==> src/rtl/core/pdef_pkg.sv <==
// Shared types and constants for the presence/dwell event core.
// No dependencies.
`default_nettype none

package pdef_pkg;

    localparam int TIME_BITS = 32;
    localparam int CFG_W     = 24;
    localparam int DATA_W    = 32;
    localparam int ADDR_W    = 5;
    localparam int SCORE_W   = 8;
    localparam int EV_W      = 3;
    localparam int RSN_W     = 2;
    localparam int IDX_W     = ADDR_W - 2;

    localparam logic [CFG_W-1:0] RST_DWELL_START = CFG_W'(3000);
    localparam logic [CFG_W-1:0] RST_ZONE_TIME   = CFG_W'(2000);
    localparam logic [CFG_W-1:0] RST_LOST        = CFG_W'(1500);
    localparam logic [CFG_W-1:0] RST_GRACE       = CFG_W'(0);
    localparam logic [CFG_W-1:0] RST_AFTER_LEAVE = CFG_W'(10000);

    typedef enum logic [EV_W-1:0] {
        EV_NONE        = 3'd0,
        EV_PRES_START  = 3'd1,
        EV_DWELL_START = 3'd2,
        EV_DWELL_END   = 3'd3,
        EV_PRES_END    = 3'd4,
        EV_INTERACTION = 3'd5
    } t_event;

    typedef enum logic [RSN_W-1:0] {
        RSN_NONE  = 2'd0,
        RSN_DWELL = 2'd1,
        RSN_ZONE  = 2'd2
    } t_reason;

    typedef enum logic [IDX_W-1:0] {
        REG_DWELL_START = 3'd0,
        REG_ZONE_TIME   = 3'd1,
        REG_LOST        = 3'd2,
        REG_GRACE       = 3'd3,
        REG_AFTER_LEAVE = 3'd4
    } t_reg_idx;

endpackage

`default_nettype wire

==> src/rtl/core/presence_dwell_event_fsm_core.sv <==
// Presence/dwell event core: top level with input register, event logic,
// result register and APB register file. Depends on pdef_pkg.
//
// One vision sample per transfer; one result per sample. The core takes a new
// sample every cycle unless a stalled result holds the input register. While a
// sample sits in the input register, a single pass of compares and 32-bit
// modular subtractions updates the tracking state and loads the result register
// as the sample moves on. The result register holds while the consumer stalls;
// the input register accepts as soon as its sample moves on.
`default_nettype none

module presence_dwell_event_fsm_core
    import pdef_pkg::*;
(
    input  wire logic                 i_clk,
    input  wire logic                 i_rst_n,
    input  wire logic                 i_valid,
    output logic                      o_ready,
    input  wire logic                 i_person_seen,
    input  wire logic [SCORE_W-1:0]   i_detect_score,
    input  wire logic [TIME_BITS-1:0] i_now_time,
    input  wire logic [TIME_BITS-1:0] i_zone_stable_since,
    output logic                      o_valid,
    input  wire logic                 i_ready,
    output logic [EV_W-1:0]           o_event_code,
    output logic [RSN_W-1:0]          o_reason_code,
    output logic                      o_is_present,
    output logic                      o_is_dwelling,
    output logic [TIME_BITS-1:0]      o_presence_elapsed,
    output logic [TIME_BITS-1:0]      o_dwell_elapsed,
    output logic [SCORE_W-1:0]        o_confidence,
    input  wire logic                 psel,
    input  wire logic                 penable,
    input  wire logic                 pwrite,
    input  wire logic [ADDR_W-1:0]    paddr,
    input  wire logic [DATA_W-1:0]    pwdata,
    output logic [DATA_W-1:0]         prdata,
    output logic                      pready
);

    logic [CFG_W-1:0] r_dwell_start_time, r_zone_time, r_lost, r_grace, r_after_leave;
    logic [IDX_W-1:0] w_idx;
    logic             w_wr;

    assign pready = 1'b1;
    assign w_idx  = paddr[ADDR_W-1:2];
    assign w_wr   = psel && penable && pwrite && pready;

    always_ff @(posedge i_clk) begin
        if (!i_rst_n) begin
            r_dwell_start_time <= RST_DWELL_START;
            r_zone_time        <= RST_ZONE_TIME;
            r_lost             <= RST_LOST;
            r_grace            <= RST_GRACE;
            r_after_leave      <= RST_AFTER_LEAVE;
        end else if (w_wr) begin
            unique case (w_idx)
                REG_DWELL_START: r_dwell_start_time <= pwdata[CFG_W-1:0];
                REG_ZONE_TIME:   r_zone_time        <= pwdata[CFG_W-1:0];
                REG_LOST:        r_lost             <= pwdata[CFG_W-1:0];
                REG_GRACE:       r_grace            <= pwdata[CFG_W-1:0];
                REG_AFTER_LEAVE: r_after_leave      <= pwdata[CFG_W-1:0];
                default: ;
            endcase
        end
    end

    always_comb begin
        unique case (w_idx)
            REG_DWELL_START: prdata = DATA_W'(r_dwell_start_time);
            REG_ZONE_TIME:   prdata = DATA_W'(r_zone_time);
            REG_LOST:        prdata = DATA_W'(r_lost);
            REG_GRACE:       prdata = DATA_W'(r_grace);
            REG_AFTER_LEAVE: prdata = DATA_W'(r_after_leave);
            default:         prdata = '0;
        endcase
    end

    // input register
    logic                 r_in_valid, r_in_seen;
    logic [SCORE_W-1:0]   r_in_score;
    logic [TIME_BITS-1:0] r_in_now, r_in_zone;
    logic                 w_adv;

    assign w_adv   = r_in_valid && (!o_valid || i_ready);
    assign o_ready = !r_in_valid || w_adv;

    always_ff @(posedge i_clk) begin
        if (!i_rst_n) begin
            r_in_valid <= 1'b0;
        end else if (o_ready) begin
            r_in_valid <= i_valid;
        end
    end

    always_ff @(posedge i_clk) begin
        if (o_ready && i_valid) begin
            r_in_seen  <= i_person_seen;
            r_in_score <= i_detect_score;
            r_in_now   <= i_now_time;
            r_in_zone  <= i_zone_stable_since;
        end
    end

    // tracking state
    logic                 r_present, r_dwell, r_cand, r_dl, r_il, r_idone;
    logic [TIME_BITS-1:0] r_pstart, r_last_seen, r_dstart, r_last_leave, r_leave_ack;
    logic                 n_present, n_dwell, n_cand, n_dl, n_il, n_idone;
    logic [TIME_BITS-1:0] n_pstart, n_last_seen, n_dstart, n_last_leave, n_leave_ack;
    t_event               w_ev;
    t_reason              w_rsn;
    logic [TIME_BITS-1:0] w_d_pstart, w_d_zone, w_d_seen, w_d_leave;
    logic                 w_idone_eff, w_lost, w_left;

    assign w_d_pstart = r_in_now - r_pstart;
    assign w_d_zone   = r_in_now - r_in_zone;
    assign w_d_seen   = r_in_now - r_last_seen;
    assign w_d_leave  = r_in_now - r_last_leave;
    assign w_lost     = r_present && (w_d_seen > TIME_BITS'(r_lost));
    assign w_left     = !r_present && (r_last_leave != '0);

    always_comb begin
        n_present   = r_present;
        n_dwell     = r_dwell;
        n_cand      = r_cand;
        n_dl        = r_dl;
        n_il        = r_il;
        n_idone     = r_idone;
        n_pstart    = r_pstart;
        n_last_seen = r_last_seen;
        n_dstart    = r_dstart;
        n_last_leave = r_last_leave;
        n_leave_ack = r_leave_ack;
        w_ev        = EV_NONE;
        w_rsn       = RSN_NONE;
        w_idone_eff = r_idone;
        if (r_in_seen) begin
            n_last_seen = r_in_now;
            if (!r_present) begin
                n_present = 1'b1;
                n_dwell   = 1'b0;
                n_pstart  = r_in_now;
                n_cand    = 1'b0;
                n_dl      = 1'b0;
                n_il      = 1'b0;
                n_idone   = 1'b0;
                w_ev      = EV_PRES_START;
            end else if (!r_dwell && w_d_pstart >= TIME_BITS'(r_dwell_start_time)) begin
                n_dwell  = 1'b1;
                n_dstart = r_in_now;
                w_ev     = EV_DWELL_START;
            end else begin
                n_cand = r_cand || (w_d_zone >= TIME_BITS'(r_zone_time));
                if (r_dwell) n_dl = 1'b1;
                if (n_cand)  n_il = 1'b1;
            end
        end else if (w_lost) begin
            if (r_dwell && (r_grace == '0 || w_d_seen >= TIME_BITS'(r_grace))) begin
                n_dwell = 1'b0;
                w_ev    = EV_DWELL_END;
            end else begin
                n_dwell      = 1'b0;
                n_present    = 1'b0;
                n_last_leave = r_in_now;
                w_ev         = EV_PRES_END;
            end
        end else if (w_left) begin
            if (r_last_leave != r_leave_ack) begin
                n_leave_ack = r_last_leave;
                w_idone_eff = 1'b0;
                n_idone     = 1'b0;
            end
            if (!w_idone_eff) begin
                if ((r_dl || r_il) && w_d_leave <= TIME_BITS'(r_after_leave)) begin
                    n_idone = 1'b1;
                    w_rsn   = r_dl ? RSN_DWELL : RSN_ZONE;
                    n_dl    = 1'b0;
                    n_il    = 1'b0;
                    w_ev    = EV_INTERACTION;
                end else if (w_d_leave > TIME_BITS'(r_after_leave)) begin
                    n_idone = 1'b1;
                    n_dl    = 1'b0;
                    n_il    = 1'b0;
                end
            end
        end
    end

    always_ff @(posedge i_clk) begin
        if (!i_rst_n) begin
            r_present    <= 1'b0;
            r_dwell      <= 1'b0;
            r_cand       <= 1'b0;
            r_dl         <= 1'b0;
            r_il         <= 1'b0;
            r_idone      <= 1'b0;
            r_pstart     <= '0;
            r_last_seen  <= '0;
            r_dstart     <= '0;
            r_last_leave <= '0;
            r_leave_ack  <= '0;
        end else if (w_adv) begin
            r_present    <= n_present;
            r_dwell      <= n_dwell;
            r_cand       <= n_cand;
            r_dl         <= n_dl;
            r_il         <= n_il;
            r_idone      <= n_idone;
            r_pstart     <= n_pstart;
            r_last_seen  <= n_last_seen;
            r_dstart     <= n_dstart;
            r_last_leave <= n_last_leave;
            r_leave_ack  <= n_leave_ack;
        end
    end

    // result register
    always_ff @(posedge i_clk) begin
        if (!i_rst_n) begin
            o_valid <= 1'b0;
        end else if (w_adv) begin
            o_valid <= 1'b1;
        end else if (i_ready) begin
            o_valid <= 1'b0;
        end
    end

    always_ff @(posedge i_clk) begin
        if (w_adv) begin
            o_event_code       <= w_ev;
            o_reason_code      <= w_rsn;
            o_is_present       <= n_present;
            o_is_dwelling      <= n_dwell;
            o_presence_elapsed <= n_present ? (r_in_now - n_pstart) : '0;
            o_dwell_elapsed    <= n_dwell ? (r_in_now - n_dstart) : '0;
            o_confidence       <= r_in_seen ? r_in_score : '0;
        end
    end

endmodule

`default_nettype wire

==> config.mk <==
export PLATFORM = sky130hd
export DESIGN_NAME = presence_dwell_event_fsm_core
export DESIGN_NICKNAME = d
export VERILOG_FILES = /design/src/rtl/core/pdef_pkg.sv /design/src/rtl/core/presence_dwell_event_fsm_core.sv
export SDC_FILE = /design/constraint.sdc
export NUM_CORES = 1
export LEC_CHECK = 0
export ABC_AREA = 1
export BUFFER_PORTS_ARGS = -buffer_cell sky130_fd_sc_hd__clkbuf_2
export CORE_MARGIN = 2
export CORE_UTILIZATION = 50
export CTS_CLUSTER_DIAMETER = 80
export DETAILED_ROUTE_END_ITERATION = 8
export PLACE_DENSITY = 0.69
export SYNTH_ARGS = -nofsm -noshare
export SYNTH_HDL_FRONTEND = slang
export SYNTH_SLANG_ARGS = --single-unit
==> constraint.sdc <==
create_clock -name i_clk -period 7.1 [get_ports i_clk]
set_input_delay 1.42 -clock i_clk [delete_from_list [all_inputs] [get_ports i_clk]]
set_output_delay 1.42 -clock i_clk [all_outputs]
set_load 0.01 [all_outputs]
Word level (Yosys, flattened, before mapping)
Index checks and enable logic that the tools add are counted.
{ "word_totals": {"elab_cells": 145, "register_bits": 440, "input_bits": 117, "out_inout_bits": 114} }
{ "op_classes": {"addsub": 6, "mux": 50, "bitwise_logic": 5, "reduce_logical": 37, "eq_ne": 12, "order_cmp": 6} }
{ "ops": {"columns": ["operator", "n"], "rows": [
  ["$sub 32x32->32", 6],
  ["$mux 32", 5],
  ["$pmux 24 s5", 1],
  ["$ge 32x24->1", 3],
  ["$gt 32x24->1", 2],
  ["$mux 1", 35],
  ["$le 32x24->1", 1],
  ["$ne 32x32->1", 1],
  ["$reduce_bool 32->1", 1],
  ["$logic_not 24->1", 1],
  ["$mux 3", 6],
  ["$reduce_and 7->1", 2],
  ["$reduce_and 2->1", 6],
  ["$logic_and 1x1->1", 9],
  ["$ne 2x2->1 const B", 4],
  ["$reduce_and 4->1", 2],
  ["$eq 3x2->1 const B", 2],
  ["$mux 2", 3],
  ["$ne 3x2->1 const B", 2],
  ["$logic_or 1x1->1", 5],
  ["$not 1->1", 5],
  ["$reduce_and 5->1", 1],
  ["$reduce_or 5->1", 1],
  ["$logic_not 1->1", 4],
  ["7 further kinds", 8]
]} }

Longest topological paths before layout
{ "depth": {"word_depth": 9, "ltp_mapped": 43, "ltp_nobuf": 42} }

Worst setup path before layout
Ideal clock, no wire load.
{ "synth_path": {"kind": "register to register", "startpoint": "register r_in_now[0]", "endpoint": "register o_dwell_elapsed[24], data pin", "synth_period_minus_slack_ns": 5.556, "path_stages_with_launch": 40, "required_ns": 6.843, "setup_ns": 0.257, "slack_ns": 1.544, "n_path_buf": 1, "t_arrival_ns": 5.299, "cell_sequence": "edfxtp_1 inv_1 ha_1 inv_1 fa_1 nand3_1 nand3_1 nand3_1 nand3b_1 a31oi_1 xnor2_1 ha_1 nand3_1 inv_1 a21oi_1 nand2_1 inv_1 nand2_1 (+4 left out) nand2_1 o21ai_0 ha_1 inv_1 fa_1 nand2_1 inv_1 o21ai_0 nand2_1 a21oi_1 nor2_1 o21bai_1 o21ai_0 a21boi_0 o21ai_0 xor2_1 inv_1 nor2_1"} }
{ "synth_via": {"elab_chain_cells": 7, "word_cells_on_any_way": 14, "cone_classes": "3 x add/sub; 2 x order compare; 7 x mux; 2 x reduce/logical"} }
{ "synth_lines": {"columns": ["item", "line", "text"], "rows": [
  ["from (decl)", "presence_dwell_event_fsm_core.sv:82", "logic [TIME_BITS-1:0] r_in_now, r_in_zone;"],
  ["from (signal assigned)", "presence_dwell_event_fsm_core.sv:100", "r_in_now <= i_now_time;"],
  ["$sub 32x32->32", "presence_dwell_event_fsm_core.sv:115", "assign w_d_pstart = r_in_now - r_pstart;"],
  ["$ge 32x24->1", "presence_dwell_event_fsm_core.sv:148", "end else if (!r_dwell && w_d_pstart >= TIME_BITS'(r_dwell_start_time)) begin"],
  ["$logic_and 1x1->1", "presence_dwell_event_fsm_core.sv:148", null],
  ["$mux 32 (*)", "presence_dwell_event_fsm_core.sv:148", null],
  ["$mux 32 (*)", "presence_dwell_event_fsm_core.sv:139", "if (!r_present) begin"],
  ["$mux 32 (*)", "presence_dwell_event_fsm_core.sv:137", "if (r_in_seen) begin"],
  ["via n_dstart[0]", "presence_dwell_event_fsm_core.sv:109", "logic [TIME_BITS-1:0] n_pstart, n_last_seen, n_dstart, n_last_leave, n_leave_ack;"],
  ["$sub 32x32->32 (*)", "presence_dwell_event_fsm_core.sv:235", "o_dwell_elapsed <= n_dwell ? (r_in_now - n_dstart) : '0;"],
  ["to (signal assigned)", "presence_dwell_event_fsm_core.sv:235", null],
  ["to (decl)", "presence_dwell_event_fsm_core.sv:30", "output logic [TIME_BITS-1:0] o_dwell_elapsed,"]
]} }
The timed path passes the listed nets; every way through them passes the cells marked *.
A chain may end at the register's enable or synchronous reset.

Worst setup path in the final report
Same ends and word-level chain as after synthesis.

==> impl_metrics.json <==
{
  "fin_crit_sh": 0.908,
  "syn_inst": 4607,
  "ioPinCount": 231,
  "cts_buffers": 54,
  "p_per_area_mw_per_mm2": 225,
  "relSlewSlack": 0.179,
  "peakVddDrop_mv": 0.200,
  "fmax_mhz": 155,
  "startpoint_type": "flop",
  "seq_area_frac_synth": 0.324,
  "rsz0062_at_grt": "no",
  "max_cap_viol_count": 0,
  "port_buffers": 211,
  "wirelength_um": 106000,
  "layout-drive-gt1-share": 0.0810,
  "rows": 92,
  "criticalPathCategory": "reg -> reg",
  "die_area_mm2": 0.0659,
  "coreArea_mm2": 0.0631,
  "overflow": 0,
  "ys_top_cells_by_count": "nand2_1 (1043), inv_1 (761), a21oi_1 (469), nor2_1 (425), o21ai_0 (338)",
  "yosysTopAreaCell": "dfxtp_1",
  "drt_iter0_markers": 3078,
  "place_congestion": 0.976,
  "clock-sinks": 440,
  "chipWidth_um": 257,
  "max_stage_delay_ps": 450,
  "slowest_stage": "edfxtp_1",
  "hpwl_um": 81600,
  "tns_ps": 0,
  "synthTopCellsByArea": "dfxtp_1 (18%), edfxtp_1 (14%), nand2_1 (12%), ha_1 (12%), inv_1 (9.0%)",
  "fin_skew_ps": 20.7,
  "setup_viol": 0,
  "synth.cell_area_mm2": 0.0319,
  "drt_first_pass_iters": 6,
  "vias": 30800,
  "nets": 5232,
  "wl_per_cell_um": 18.7,
  "synth_warnings": 0,
  "clk_pin_slew_ps": 60,
  "synth.most_common_cell": "nand2_1",
  "clock_latency_ps": 630,
  "area.growth.synth_to_final_pct": 12.3,
  "finalCriticalPeriod_ps": 6440,
  "crit_required_ps": 7430,
  "async_flop_share": 0,
  "synth-edff-count": 152,
  "power_leakage_nw": 17.1,
  "worst_slew_pin_slew_ps": 1230,
  "hold_viol_final": 0,
  "syn_area_per_cell_um2": 6.93,
  "antenna_cells": 0,
  "grt_usage": 0.315,
  "critPathTopFamily": "compound AO/OA/AOI/OAI gates",
  "clock_path_buffers": 3,
  "ctsResizeCount": 0,
  "cts_setup_buffers": 0,
  "hold_buffers": 0,
  "grt_pass1_vias": 28500,
  "status": "finished clean",
  "antenna_found_initial": 5,
  "ys_ff_latch": 440,
  "vias_per_cell": 5.40,
  "ys_types": 52,
  "end_kind": "flop",
  "synthFlopType": "dfxtp_1",
  "path_max_fanout": 30,
  "initial_utilization": 0.506,
  "ant_nets": 0,
  "cts_tree": "done",
  "synth_top_cell_area_share": 0.181,
  "layout.cells.non_filler": 5695,
  "arrival_ps": 6770,
  "grt_max_degree": 122,
  "drc": 0,
  "cts_root_buf": "clkbuf_16",
  "grt_pass1_wl_um": 162000,
  "die_height_um": 257,
  "drv_slew": 0,
  "cp.buffers_inverters": 8,
  "hold_path.class": "reg -> reg",
  "placedCellCount": 5592,
  "h-tree-depth": 2,
  "crit_top_cell": "nand2_1"
}
[tightest hold or removal path, delay by kind of cell, from the launching register on]
family / cells / cell delay, ps
AO/OA/AOI/OAI: 1 / 50
flip-flops: 1 / 310
buffers and inverters: 1 / 50
[worst paths after layout]
path / from / to / slack [ps] / cells after the start
max: r_in_now[0] / o_dwell_elapsed[24] / 660 / 39
max reg2reg: r_in_now[0] / o_dwell_elapsed[24] / 660 / 39
min: r_pstart[31] / r_pstart[31] / 460 / 2
min reg2reg: r_pstart[31] / r_pstart[31] / 460 / 2
[per-layer routing]
metal  up-vias  global-route usage  part of all wire
li1      15500                   -                 -
met1     14100               0.421              0.43
met2      1038               0.527              0.46
met3       190              0.0413             0.072
met4         2               0.100             0.033
met5         -                   0          0.000085
[registers in the layout, indices dropped and copies added (netlist names), 32 cells and up]
name and flops:
r_leave_ack 32, r_in_now 32, r_pstart 32, r_last_leave 32, r_in_zone 32, o_dwell_elapsed 32, r_last_seen 32, o_presence_elapsed 32
r_dstart 32
[cell type report]
class / count / area, µm²
timing repair buffer: 262 / 1460
clock inverter: 36 / 504
fill: 6284 / 27300
inverter: 767 / 2880
clock buffer: 66 / 1440
sequential: 440 / 10300
tap: 846 / 1060
multi-input combinational: 3278 / 18200
[stage by stage]
step / instance area (µm²) / hold slack (ps) / worst slack [ps] / power (mW) / util
2_1_floorplan: 31900 / 433 / 1540 / 4.40 / -
5_1_grt: 35800 / 474 / 3.76 / 8.48 / 0.568
3_3_place_gp: 33900 / 441 / 752 / 5.02 / 0.537
4_1_cts: 35800 / 460 / 609 / 8.07 / 0.568
3_5_place_dp: 33900 / 451 / 631 / 5.05 / 0.537
6_report: 35800 / 458 / 656 / 8.06 / 0.568
[kinds of logic (layout without fill, tap and decap cells)]
logic type                 after synthesis  in the layout  share of synthesized area
AOI/OAI and AO/OA                     1012           1012                      0.173
xor gates and xnor gates               137            137                     0.0376
adders and majority gates              312            312                      0.124
buffers and inverters                  896           1131                      0.109
DFF                                    440            440                      0.324
other                                    2              9                   0.000235
and+or+nand+nor                       1808           1808                      0.232
[power breakdown]
group	leakage (nW)	internal, mW	switching, mW
clock network	0.936	1.82	1.19
registers	3.80	2.74	0.0551
logic	12.4	0.782	1.48
total	17.1	5.34	2.72
[cells in the final DEF, fill, tap and decap left out, types with 6 or more instances in the layout]
cell type     n
nor2_1      423
clkinv_2      6
o21ai_1      23
nand3_1     163
fa_1          6
xor2_1      100
clkbuf_2    210
a31oi_1      24
a21oi_1     468
clkbuf_1      8
nand2_1    1042
o21bai_1     21
o21a_1       41
o21ai_0     338
clkbuf_16    54
nor3_1       50
o22ai_1      10
a21o_1       21
or2_2        14
edfxtp_1    152
clkinv_1      8
bufinv_16    10
o211ai_1     19
inv_1       759
nor2_2        6
a221oi_1     24
conb_1        9
dfxtp_1     288
a211oi_1      6
nand3b_1     12
nand4_1      57
ha_1        306
buf_4        48
nor4_1       21
xnor2_1      37
(Power assumes the default switching activity.)
